$ cat src/rtl/ipss_pkg.sv
`timescale 1ns / 1ps
// ----------------------------------------------------------------------------
// IPv4 to seven-segment package
// Shared types, segment codes and decimal helpers for the display run.
// ----------------------------------------------------------------------------
package ipss_pkg;

	localparam int IPSS_QUEUE_DEPTH = 2;

	localparam logic [7:0] IPSS_BLANK   = 8'hFF;
	localparam logic [7:0] IPSS_DP_MASK = 8'h7F;

	// Digits of one octet, most significant first; start is the first shown digit
	typedef struct packed {
		logic [1:0] start;
		logic [3:0] hun;
		logic [3:0] ten;
		logic [3:0] one;
	} octet_dig_t;

	typedef struct packed {
		logic             wlan;
		octet_dig_t [3:0] oct;
	} item_t;

	typedef struct packed {
		logic empty;
		logic full;
	} q_status_t;

	typedef enum logic [1:0] {
		PH_LEAD,
		PH_WORD,
		PH_OCT,
		PH_TRAIL
	} phase_t;

	function automatic logic [7:0] digit_code(input logic [3:0] d);
		logic [7:0] c;
		unique case (d)
			4'd0: c = 8'hC0;
			4'd1: c = 8'hF9;
			4'd2: c = 8'hA4;
			4'd3: c = 8'hB0;
			4'd4: c = 8'h99;
			4'd5: c = 8'h92;
			4'd6: c = 8'h82;
			4'd7: c = 8'hF8;
			4'd8: c = 8'h80;
			4'd9: c = 8'h90;
			default: c = IPSS_BLANK;
		endcase
		return c;
	endfunction

	function automatic logic [7:0] word_code(input logic wlan, input logic [1:0] idx);
		logic [7:0] c;
		if (wlan) begin
			unique case (idx)
				2'd0: c = 8'h8A;
				2'd1: c = 8'hCF;
				2'd2: c = 8'h88;
				2'd3: c = 8'hAB;
				default: c = IPSS_BLANK;
			endcase
		end else begin
			unique case (idx)
				2'd0: c = 8'h86;
				2'd1: c = 8'h87;
				2'd2: c = 8'h8B;
				default: c = IPSS_BLANK;
			endcase
		end
		return c;
	endfunction

endpackage

$ cat src/rtl/ip_address_to_seven_segment.sv
`timescale 1ns / 1ps
// ----------------------------------------------------------------------------
// IPv4 address to seven-segment display run
// Turns an interface byte and four address octets into a run of active-low
// seven-segment codes.
// ----------------------------------------------------------------------------
// Each address transaction yields 13 to 22 codes: three blanks, "wlan" or
// "eth", the octets in decimal with a point after the first three, and three
// blanks, the final one flagged by last_code. Codes leave at one per cycle
// from the sequencer's output register while out_stall is low, and a queued
// item follows the final code of the one before without a gap; a sequencer
// that was idle first loads the item. The front end splits octets into
// digits as it accepts them; the queue holds up to QueueDepth items ahead.
module ip_address_to_seven_segment #(
	parameter int QueueDepth = ipss_pkg::IPSS_QUEUE_DEPTH
) (
	input  logic       clk,
	input  logic       arst_n,
	input  logic       in_valid,
	output logic       in_stall,
	input  logic [7:0] interface_kind,
	input  logic [7:0] octet_first,
	input  logic [7:0] octet_second,
	input  logic [7:0] octet_third,
	input  logic [7:0] octet_fourth,
	output logic       out_valid,
	input  logic       out_stall,
	output logic [7:0] segment_code,
	output logic       last_code
);
	import ipss_pkg::*;

	q_status_t q_status;
	item_t     push_item;
	item_t     head_item;
	logic      push;
	logic      pop;

	ipss_front u_front (
		.in_valid       (in_valid),
		.in_stall       (in_stall),
		.interface_kind (interface_kind),
		.octet_first    (octet_first),
		.octet_second   (octet_second),
		.octet_third    (octet_third),
		.octet_fourth   (octet_fourth),
		.q_status       (q_status),
		.push           (push),
		.push_item      (push_item)
	);

	ipss_queue #(
		.Depth (QueueDepth)
	) u_queue (
		.clk       (clk),
		.arst_n    (arst_n),
		.push      (push),
		.push_item (push_item),
		.pop       (pop),
		.head_item (head_item),
		.q_status  (q_status)
	);

	ipss_back u_back (
		.clk          (clk),
		.arst_n       (arst_n),
		.head_item    (head_item),
		.q_status     (q_status),
		.pop          (pop),
		.out_valid    (out_valid),
		.out_stall    (out_stall),
		.segment_code (segment_code),
		.last_code    (last_code)
	);

	// a run always ends on a blank
	a_last_is_blank: assert property (@(posedge clk) disable iff (!arst_n)
		out_valid && last_code |-> segment_code == IPSS_BLANK)
		else $error("last code of run is not blank");

	// a new run starts with a blank
	a_run_starts_blank: assert property (@(posedge clk) disable iff (!arst_n)
		out_valid && !out_stall && last_code |=> !out_valid || segment_code == IPSS_BLANK)
		else $error("run does not start with blank");

	// no decimal point on the final code of a run
	a_dp_not_last: assert property (@(posedge clk) disable iff (!arst_n)
		out_valid && !segment_code[7] |-> !last_code)
		else $error("decimal point on final code");

endmodule

$ cat src/rtl/ipss_front.sv
`timescale 1ns / 1ps
// ----------------------------------------------------------------------------
// IPv4 to seven-segment front end
// Takes the address transaction, splits each octet into decimal digits and
// marks how many digits are shown.
// ----------------------------------------------------------------------------
module ipss_front (
	input  logic               in_valid,
	output logic               in_stall,
	input  logic [7:0]         interface_kind,
	input  logic [7:0]         octet_first,
	input  logic [7:0]         octet_second,
	input  logic [7:0]         octet_third,
	input  logic [7:0]         octet_fourth,
	input  ipss_pkg::q_status_t q_status,
	output logic               push,
	output ipss_pkg::item_t    push_item
);
	import ipss_pkg::*;

	function automatic octet_dig_t split_octet(input logic [7:0] v);
		octet_dig_t r;
		logic [6:0]  rem;
		logic [14:0] prod;
		logic [6:0]  tens_x10;
		logic [6:0]  ones;
		if (v >= 8'd200) begin
			r.hun = 4'd2;
			rem   = 7'(v - 8'd200);
		end else if (v >= 8'd100) begin
			r.hun = 4'd1;
			rem   = 7'(v - 8'd100);
		end else begin
			r.hun = 4'd0;
			rem   = v[6:0];
		end
		// rem / 10 by reciprocal, exact for rem below 100
		prod     = 15'(rem) * 15'd205;
		r.ten    = prod[14:11];
		tens_x10 = 7'({3'd0, r.ten} * 7'd10);
		ones     = rem - tens_x10;
		r.one    = ones[3:0];
		if (v >= 8'd100)
			r.start = 2'd0;
		else if (v >= 8'd10)
			r.start = 2'd1;
		else
			r.start = 2'd2;
		return r;
	endfunction

	assign in_stall = q_status.full;
	assign push     = in_valid && !q_status.full;

	always_comb begin
		push_item.wlan   = (interface_kind == 8'd1);
		push_item.oct[0] = split_octet(octet_first);
		push_item.oct[1] = split_octet(octet_second);
		push_item.oct[2] = split_octet(octet_third);
		push_item.oct[3] = split_octet(octet_fourth);
	end

endmodule

$ cat src/rtl/ipss_queue.sv
`timescale 1ns / 1ps
// ----------------------------------------------------------------------------
// IPv4 to seven-segment item queue
// Short register queue between front end and sequencer.
// ----------------------------------------------------------------------------
module ipss_queue #(
	parameter int Depth = ipss_pkg::IPSS_QUEUE_DEPTH
) (
	input  logic                clk,
	input  logic                arst_n,
	input  logic                push,
	input  ipss_pkg::item_t     push_item,
	input  logic                pop,
	output ipss_pkg::item_t     head_item,
	output ipss_pkg::q_status_t q_status
);
	import ipss_pkg::*;

	localparam int PtrW = $clog2(Depth);
	localparam int CntW = $clog2(Depth + 1);

	item_t            mem_q [Depth];
	logic [PtrW-1:0]  wr_ptr_q;
	logic [PtrW-1:0]  rd_ptr_q;
	logic [CntW-1:0]  count_q;
	logic             do_push;
	logic             do_pop;

	assign q_status.empty = (count_q == '0);
	assign q_status.full  = (count_q == CntW'(Depth));
	assign do_push        = push && !q_status.full;
	assign do_pop         = pop && !q_status.empty;
	assign head_item      = mem_q[rd_ptr_q];

	always_ff @(posedge clk) begin
		if (do_push)
			mem_q[wr_ptr_q] <= push_item;
	end

	always_ff @(posedge clk or negedge arst_n) begin
		if (!arst_n) begin
			wr_ptr_q <= '0;
			rd_ptr_q <= '0;
			count_q  <= '0;
		end else begin
			if (do_push)
				wr_ptr_q <= (wr_ptr_q == PtrW'(Depth - 1)) ? '0 : wr_ptr_q + 1'b1;
			if (do_pop)
				rd_ptr_q <= (rd_ptr_q == PtrW'(Depth - 1)) ? '0 : rd_ptr_q + 1'b1;
			if (do_push && !do_pop)
				count_q <= count_q + 1'b1;
			else if (do_pop && !do_push)
				count_q <= count_q - 1'b1;
		end
	end

endmodule

$ cat src/rtl/ipss_back.sv
`timescale 1ns / 1ps
// ----------------------------------------------------------------------------
// IPv4 to seven-segment sequencer
// Walks one queued item through blanks, interface word, octet digits and
// trailing blanks, one code per cycle to the output register when not stalled.
// ----------------------------------------------------------------------------
module ipss_back (
	input  logic                clk,
	input  logic                arst_n,
	input  ipss_pkg::item_t     head_item,
	input  ipss_pkg::q_status_t q_status,
	output logic                pop,
	output logic                out_valid,
	input  logic                out_stall,
	output logic [7:0]          segment_code,
	output logic                last_code
);
	import ipss_pkg::*;

	item_t      cur_q;
	logic       busy_q;
	phase_t     phase_q, phase_d;
	logic [1:0] sub_q, sub_d;
	logic [1:0] oct_q, oct_d;
	logic [1:0] dig_q, dig_d;
	logic       run_end;
	logic [7:0] code;
	logic       out_valid_q;
	logic [7:0] seg_q;
	logic       last_q;
	logic       out_free;
	logic       advance;
	logic       load;
	octet_dig_t cur_oct;
	logic [3:0] cur_digit;

	assign out_free = !out_valid_q || !out_stall;
	assign advance  = busy_q && out_free;
	// next item is taken in the cycle the final code is registered, or when idle
	assign load     = !q_status.empty && (!busy_q || (advance && run_end));
	assign pop      = load;

	assign cur_oct  = cur_q.oct[oct_q];

	// next state
	always_comb begin
		phase_d = phase_q;
		sub_d   = sub_q;
		oct_d   = oct_q;
		dig_d   = dig_q;
		run_end = 1'b0;
		unique case (phase_q)
			PH_LEAD: begin
				sub_d = sub_q + 1'b1;
				if (sub_q == 2'd2) begin
					phase_d = PH_WORD;
					sub_d   = 2'd0;
				end
			end
			PH_WORD: begin
				sub_d = sub_q + 1'b1;
				if (sub_q == (cur_q.wlan ? 2'd3 : 2'd2)) begin
					phase_d = PH_OCT;
					oct_d   = 2'd0;
					dig_d   = cur_q.oct[0].start;
				end
			end
			PH_OCT: begin
				dig_d = dig_q + 1'b1;
				if (dig_q == 2'd2) begin
					if (oct_q == 2'd3) begin
						phase_d = PH_TRAIL;
						sub_d   = 2'd0;
					end else begin
						oct_d = oct_q + 1'b1;
						dig_d = cur_q.oct[oct_q + 2'd1].start;
					end
				end
			end
			PH_TRAIL: begin
				sub_d = sub_q + 1'b1;
				if (sub_q == 2'd2)
					run_end = 1'b1;
			end
			default: ;
		endcase
	end

	// code for the current position
	always_comb begin
		unique case (dig_q)
			2'd0:    cur_digit = cur_oct.hun;
			2'd1:    cur_digit = cur_oct.ten;
			default: cur_digit = cur_oct.one;
		endcase
		unique case (phase_q)
			PH_LEAD:  code = IPSS_BLANK;
			PH_WORD:  code = word_code(cur_q.wlan, sub_q);
			PH_OCT: begin
				code = digit_code(cur_digit);
				if (dig_q == 2'd2 && oct_q != 2'd3)
					code = code & IPSS_DP_MASK;
			end
			PH_TRAIL: code = IPSS_BLANK;
			default:  code = IPSS_BLANK;
		endcase
	end

	always_ff @(posedge clk) begin
		if (load)
			cur_q <= head_item;
		if (advance) begin
			seg_q  <= code;
			last_q <= run_end;
		end
	end

	always_ff @(posedge clk or negedge arst_n) begin
		if (!arst_n) begin
			busy_q      <= 1'b0;
			out_valid_q <= 1'b0;
			phase_q     <= PH_LEAD;
			sub_q       <= 2'd0;
			oct_q       <= 2'd0;
			dig_q       <= 2'd0;
		end else begin
			if (out_free)
				out_valid_q <= busy_q;
			if (load) begin
				busy_q  <= 1'b1;
				phase_q <= PH_LEAD;
				sub_q   <= 2'd0;
				oct_q   <= 2'd0;
				dig_q   <= 2'd0;
			end else if (advance) begin
				if (run_end)
					busy_q <= 1'b0;
				phase_q <= phase_d;
				sub_q   <= sub_d;
				oct_q   <= oct_d;
				dig_q   <= dig_d;
			end
		end
	end

	assign out_valid    = out_valid_q;
	assign segment_code = seg_q;
	assign last_code    = last_q;

endmodule

$ cat config.mk
export PLATFORM = sky130hd
export DESIGN_NAME = ip_address_to_seven_segment
export DESIGN_NICKNAME = d
export VERILOG_FILES = /design/src/rtl/ipss_pkg.sv /design/src/rtl/ip_address_to_seven_segment.sv /design/src/rtl/ipss_front.sv /design/src/rtl/ipss_queue.sv /design/src/rtl/ipss_back.sv
export SDC_FILE = /design/constraint.sdc
export NUM_CORES = 1
export LEC_CHECK = 0
export BUFFER_PORTS_ARGS = -buffer_cell sky130_fd_sc_hd__buf_2
export CORE_MARGIN = 2
export CORE_UTILIZATION = 25
export DETAILED_ROUTE_END_ITERATION = 6
export GPL_TIMING_DRIVEN = 0
export REMOVE_ABC_BUFFERS = 1
export SLEW_MARGIN = 15
export SYNTH_ARGS = -nofsm -noshare
export SYNTH_HDL_FRONTEND = slang
export SYNTH_HIERARCHICAL = 1
export SYNTH_SLANG_ARGS = --single-unit
$ cat constraint.sdc
create_clock -name clk -period 4.6 [get_ports clk]
set_input_delay 0 -clock clk [delete_from_list [all_inputs] [get_ports clk]]
set_output_delay 0 -clock clk [all_outputs]
set_load 0.05 [all_outputs]
Word level (Yosys, flattened, before mapping)
Memory sizes are Yosys's and may differ from the RTL's. A register that Yosys moved wholly into a read port is not among the register bits.
Index checks and enable logic that the tools add are counted.
{"block": "classes", "n_mux": 71, "n_reduce_logical": 34, "magnitude_cmp": 14, "n_mul": 8, "addsub": 19, "eq_ne": 18}
{"op": "$mux 2", "n": 31}
{"op": "$mul 7x8->15 const B", "n": 4}
{"op": "$bmux 14 s2", "n": 2}
{"op": "$mux 7", "n": 8}
{"op": "$sub 7x7->7 const B", "n": 8}
{"op": "$ge 8x4->1 const B", "n": 4}
{"op": "$ge 8x7->1 const B", "n": 4}
{"op": "$ge 8x8->1 const B", "n": 4}
{"op": "$pmux 8 s4", "n": 1}
{"op": "$pmux 8 s3", "n": 1}
{"op": "$pmux 7 s3", "n": 1}
{"op": "$mul 4x3->3 const B", "n": 4}
{"op": "$mux 4", "n": 4}
{"op": "$mux 8", "n": 2}
{"op": "$sub 4x4->4", "n": 4}
{"op": "$eq 2x2->1 const B", "n": 7}
{"op": "$mux 1", "n": 14}
{"op": "$mux 14", "n": 1}
{"op": "$mux 12", "n": 1}
{"op": "$ne 3x2->1 const B", "n": 4}
{"op": "$pmux 2 s3", "n": 2}
{"op": "$logic_and 1x1->1", "n": 9}
{"op": "$add 2x1->2 const B", "n": 4}
{"op": "$eq 8x1->1 const B", "n": 1}
{"op": "20 further kinds", "n": 39}
{"block": "word_totals", "word_cells": 177, "memories": 2, "ff_bits": 23, "ram_bits": 114, "out_inout_bits": 11, "mem_bits_ro": 112}
{"name": "u_queue.mem_q", "depth": 2, "word_bits": 57, "rd": 1, "rd_clocked_by_memory_dff": 1, "write_ports": 1, "line_no": "ipss_queue.sv:22", "text": "item_t mem_q [Depth];"}
{"name": "(name not given)", "depth": 16, "word_bits": 7, "rd": 1, "rd_clocked_by_memory_dff": 0, "write_ports": 0, "line_no": "ipss_pkg.sv:40", "text": "unique case (d)"}

Depth between registers and ports, before layout
{"block": "depth", "word_depth": 10, "ltp_mapped": 27, "ltp_nobuf": 27}

Cells and area by module
The synthesis kept the hierarchy.
{"module": "ipss_front", "cells_each": 590, "seq_area_each_um2": 0.0, "area_each_um2": 5144.9, "instances": 1}
{"module": "ipss_queue", "cells_each": 196, "seq_area_each_um2": 3523.4, "area_each_um2": 4385.5, "instances": 1}
{"module": "ipss_back", "cells_each": 244, "seq_area_each_um2": 2232.1, "area_each_um2": 3562.2, "instances": 1}

Least setup slack after synthesis
No wires, ideal clock.
{"block": "synth_path", "path_type": "input -> register", "from": "in octet_first[2]", "to": "mem u_queue/mem_q[0][3] (netlist name), data pin", "t_arrival_ns": 5.691, "path_buffers": 0, "cell_stages": 25, "setup_slack_ns": -1.367, "required_time_ns": 4.323, "path_cell_list": "inv_1 ha_1 or3b_1 a31oi_4 nor2b_4 a22oi_1 xnor2_1 ha_1 fa_1 ha_1 inv_1 fa_1 inv_1 ha_1 o21a_1 o21ai_0 a21oi_1 o21a_1 o41ai_1 nor2b_1 xnor2_1 fa_1 xor2_1 xnor2_1 xor2_1"}
{"item": "start: declaration", "line_no": "ip_address_to_seven_segment.sv:22", "text": "input logic [7:0] octet_first,"}
{"item": "end: declaration", "line_no": "ipss_queue.sv:22"}

==> impl_metrics.py <==
metrics = {
    "outcome": {
        "outcome": "complete, but fails checks",
        "violations": "negative setup slack",
    },
    "synth": {
        "synthCells": 1030,
        "synth.yosys.seq_area_share": 0.4396,
        "synthesis.area_per_instance_um2": 12.71,
        "synth_enable_flop_cells": 180,
        "synthArstFlopShare": 0.07216,
        "synth.area.mux_share": 0.08735,
        "main_combinational_cell_family_by_area_after_synthesis": "adder cells",
        "synth_commonest_cells": "185 x sky130_fd_sc_hd__ha_1, 180 x sky130_fd_sc_hd__edfxtp_1, 123 x sky130_fd_sc_hd__inv_1",
        "synth_compound_gate_area_share": 0.08429,
        "yosys-top-cells-area": "sky130_fd_sc_hd__edfxtp_1 41%, sky130_fd_sc_hd__ha_1 18%, sky130_fd_sc_hd__fa_1 5.5%",
        "yosys.area_share.simple": 0.07339,
        "netlist-cell-type-count": 83,
        "synth.ff_latch_count": 194,
        "post-synth-top-area-fraction": 0.4128,
        "synth_largest_area_cell": "sky130_fd_sc_hd__edfxtp_1",
        "synthMostInstantiatedCell": "sky130_fd_sc_hd__ha_1",
        "netlist_area_um2": 13090,
        "ys.warnings.count": 6,
        "synth_fa_ha_area_frac": 0.2318,
        "synth_ff_type": "sky130_fd_sc_hd__edfxtp_1",
        "synth_xor_xnor_area_share": 0.03182,
    },
    "finish": {
        "share_of_final_layout_standard_cells_stronger_than_drive_strength_1": 0.3556,
        "number_of_antenna_repair_diodes": 0,
        "area_delta_synth_final_pct": 28.18,
        "final_cells": 1875,
        "nNetsFinal": 1447,
    },
    "sta": {
        "hold_violations_final": 0,
        "relSlewSlack": 0.2320,
        "fin_skew_ns": 0.008549,
        "max_clock_freq_mhz": 191.7,
        "final_critical_path_setup_slack_ns": -0.6158,
        "setup_violations": 16,
        "worst_slew_pin_slew_ns": 1.152,
        "rsz0062_at_grt": "yes",
        "timing.final.crit_share": 1.134,
        "min_period_ns": 5.216,
        "slew_viol_final": 0,
    },
    "critical_path": {
        "critical_path.max_fanout": 7,
        "cp_data_arrival_time_ns": 5.39,
        "worstSetupEndpointType": "flip-flop",
        "timing_worst_setup_path_type": "in2reg",
        "setup.worst_path.start_class": "input port",
        "worstPathRequired_ns": 4.77,
    },
    "die": {
        "die_w_um": 232.8,
        "start_util": 0.2542,
        "die-area_um2": 54220,
        "rows": 83,
        "num_io_pins": 55,
        "die-height_um": 232.8,
        "area_inside_the_core_boundary_um2": 51510,
    },
    "placement": {
        "dpl.cell_count": 1746,
        "port-buffer-count": 54,
        "globalplace.congestion": 0.7996,
        "detailedPlacementHpwl_um": 18380,
    },
    "routing": {
        "num_vias": 8272,
        "routedLengthMet1_um": 12170,
        "postRouteAntennaNets": 0,
        "highest_layer": "met4",
        "detail_route.wl_per_cell_um": 14.11,
        "dr.pass1.iters": 5,
        "via_per_inst": 4.412,
        "drt-total-wl_um": 26450,
        "initialDrtViolationCount": 540,
        "remaining_drc_errors": 0,
        "dr_wl_met3_um": 769,
        "routed-wl-met2_um": 13080,
    },
    "clock_network": {
        "ctsHtreeMaxLevel": 4,
        "worst_case_clock_buffer_depth": 2,
        "clkSlewWorstSetupHoldPaths_ns": 0.07,
        "clk_latency_ns": 0.43,
        "tritoncts_clock_tree": "built",
        "root_buffer": "sky130_fd_sc_hd__clkbuf_16",
        "clkSinkCount": 194,
        "numCtsBuffers": 17,
    },
    "flow_run": {
        "timing.max_cap.violations": 0,
    },
    "global_route": {
        "global_route.overflow_total": 0,
        "grt_start_max_net_pins": 58,
        "grt_first_pass_wirelength_um": 43150,
        "antenna_found_initial": 0,
        "grt_util_all_layers": 0.09939,
        "first_global_vias": 8570,
    },
    "power": {
        "vdd_drop_max_uv": 315.5,
        "total_power_mw": 10.25,
        "power.leakage_nw": 6.893,
        "pwr_density_cell_nw_per_um2": 610.8,
    },
    "min_path": {
        "min-delay-path-class": "in2reg",
    },
}
final timing paths:
check / start / to / slack (ns) / depth (start not counted)
worst max-delay path: octet_first[3] / u_queue/mem_q[1][3] / -0.62 / 27
worst min-delay path: interface_kind[0] / u_queue/mem_q[0][56] / 0.005 / 2
worst max register to register: u_back/oct_q[1] / u_back/segment_code[0] / 1.05 / 8
worst min register to register: u_back/busy_q / u_back/out_valid / 0.46 / 2
max in group asynchronous: arst_n / u_queue/rd_ptr_q / 3.45 / 3
min in group asynchronous: arst_n / u_back/out_valid / 0.65 / 3
metrics by stage:
stage | setup WS, ns | util | TNS, ns | cell area (µm²) | hold WS [ns]
floorplan | -1.367 | - | -20.19 | 12910 | -0.2956
global placement | -2.263 | 0.2723 | -113.57 | 14030 | -0.08248
detailed placement | -2.384 | 0.2752 | -68.39 | 14180 | -0.07857
CTS | -0.7385 | 0.3178 | -4.151 | 16370 | 0.03047
global route | -0.8083 | 0.3258 | -8.861 | 16780 | 0.02723
finish | -0.6158 | 0.3258 | -4.797 | 16780 | 0.004707
layout by cell type, fill, tap and decap left out, types with 6 or more instances in the layout:
| cell | netlist | routed |
|---|---|---|
| sky130_fd_sc_hd__o21a_1 | 7 | 6 |
| sky130_fd_sc_hd__nor2_1 | 37 | 34 |
| sky130_fd_sc_hd__ha_1 | 185 | 150 |
| sky130_fd_sc_hd__buf_2 | 10 | 41 |
| sky130_fd_sc_hd__inv_2 | 0 | 19 |
| sky130_fd_sc_hd__mux2i_1 | 16 | 16 |
| sky130_fd_sc_hd__nor3_1 | 10 | 7 |
| sky130_fd_sc_hd__buf_4 | 13 | 86 |
| sky130_fd_sc_hd__and3_1 | 9 | 6 |
| sky130_fd_sc_hd__dlygate4sd3_1 | 0 | 7 |
| sky130_fd_sc_hd__o21ai_0 | 30 | 25 |
| sky130_fd_sc_hd__buf_12 | 0 | 6 |
| sky130_fd_sc_hd__nand2_1 | 43 | 41 |
| sky130_fd_sc_hd__edfxtp_1 | 180 | 180 |
| sky130_fd_sc_hd__xnor2_1 | 33 | 19 |
| sky130_fd_sc_hd__clkbuf_16 | 0 | 17 |
| sky130_fd_sc_hd__xor2_1 | 12 | 9 |
| sky130_fd_sc_hd__and2_1 | 9 | 8 |
| sky130_fd_sc_hd__o22ai_1 | 7 | 6 |
| sky130_fd_sc_hd__a21oi_2 | 1 | 14 |
| sky130_fd_sc_hd__nor2b_1 | 7 | 6 |
| sky130_fd_sc_hd__inv_1 | 123 | 94 |
| sky130_fd_sc_hd__xnor2_2 | 0 | 12 |
| sky130_fd_sc_hd__a21oi_1 | 33 | 19 |
| sky130_fd_sc_hd__a21o_1 | 10 | 10 |
| sky130_fd_sc_hd__inv_8 | 0 | 6 |
| sky130_fd_sc_hd__nand3_1 | 10 | 7 |
| sky130_fd_sc_hd__fa_2 | 0 | 7 |
| sky130_fd_sc_hd__inv_6 | 0 | 7 |
| sky130_fd_sc_hd__buf_6 | 5 | 9 |
| sky130_fd_sc_hd__ha_4 | 0 | 30 |
| sky130_fd_sc_hd__mux2_2 | 46 | 46 |
| sky130_fd_sc_hd__nand2b_1 | 12 | 9 |
| sky130_fd_sc_hd__conb_1 | 1 | 8 |
| sky130_fd_sc_hd__fa_1 | 36 | 29 |
| sky130_fd_sc_hd__mux2_4 | 21 | 21 |
| sky130_fd_sc_hd__dfrtp_1 | 14 | 13 |
what timing repair did:
action,in CTS,in global routing
gates cloned,1,0
setup buffers,68,22
pin swaps,108,51
setup endpoints to repair,54,32
gates resized for setup,208,47
endpoints found under the hold margin,24,0
hold buffers,7,0
kinds of logic (layout without fill, tap and decap cells):
group	Yosys count	count (layout)
AO/OA/AOI/OAI	150	151
XOR/XNOR	46	46
adder cells (fa/ha/maj)	221	221
buffers and inverters	153	310
flip-flops	194	194
multiplexers	89	89
other	1	8
AND/OR/NAND/NOR	176	176
routing by layer:
layer,GRT usage,vias to the layer above
met1,0.1268,4067
met2,0.1725,135
met4,0.02866,0
met3,0.01593,34
li1,-,4036
met5,0,-
sequential cells by signal (all words and copies together), names as in the netlist:
register	cells
u_back/busy_q	1
u_back/cur_q	57
u_back/dig_q	2
u_back/last_code	1
u_back/oct_q	2
u_back/out_valid	1
u_back/phase_q	2
u_back/segment_code	8
u_back/sub_q	2
u_queue/count_q	2
u_queue/mem_q	114
u_queue/rd_ptr_q	1
u_queue/wr_ptr_q	1
critical path, cell delays in order:
cell,delay [ns]
sky130_fd_sc_hd__buf_8,0.12
sky130_fd_sc_hd__inv_6,0.06
sky130_fd_sc_hd__ha_4,0.14
sky130_fd_sc_hd__nand2b_4,0.05
sky130_fd_sc_hd__a221o_1,0.41
sky130_fd_sc_hd__nand2_1,0.10
sky130_fd_sc_hd__xnor2_1,0.11
sky130_fd_sc_hd__nor2_1,0.08
sky130_fd_sc_hd__a21oi_2,0.27
sky130_fd_sc_hd__ha_4,0.26
sky130_fd_sc_hd__fa_1,0.49
sky130_fd_sc_hd__ha_4,0.29
sky130_fd_sc_hd__inv_2,0.03
sky130_fd_sc_hd__fa_1,0.48
sky130_fd_sc_hd__inv_1,0.04
sky130_fd_sc_hd__ha_1,0.26
sky130_fd_sc_hd__o21a_1,0.20
sky130_fd_sc_hd__o21ai_2,0.19
sky130_fd_sc_hd__a21oi_2,0.05
sky130_fd_sc_hd__o21a_2,0.24
sky130_fd_sc_hd__o41ai_4,0.39
sky130_fd_sc_hd__nor2b_4,0.22
sky130_fd_sc_hd__xnor2_2,0.09
sky130_fd_sc_hd__fa_2,0.34
sky130_fd_sc_hd__xor2_1,0.16
sky130_fd_sc_hd__xnor2_1,0.14
sky130_fd_sc_hd__xor2_1,0.15
report_power, final:
| part | switching [mW] | total, mW | internal (mW) |
|---|---|---|---|
| combinational | 2.92 | 5.63 | 2.71 |
| sequential | 0.243 | 3.07 | 2.83 |
| clock | 0.679 | 1.55 | 0.873 |
| total | 3.84 | 10.3 | 6.41 |
area by class of cell:
type,count,area [µm²]
multi-input cells,691,7745
clock inverters,15,196.4
flip-flops and latches,194,5759
well taps,680,850.8
clock buffers,17,425.4
inverters,123,523.0
repair buffers,155,1282
fillers,5097,34730
No activity file was read; power rests on OpenSTA's default activity.
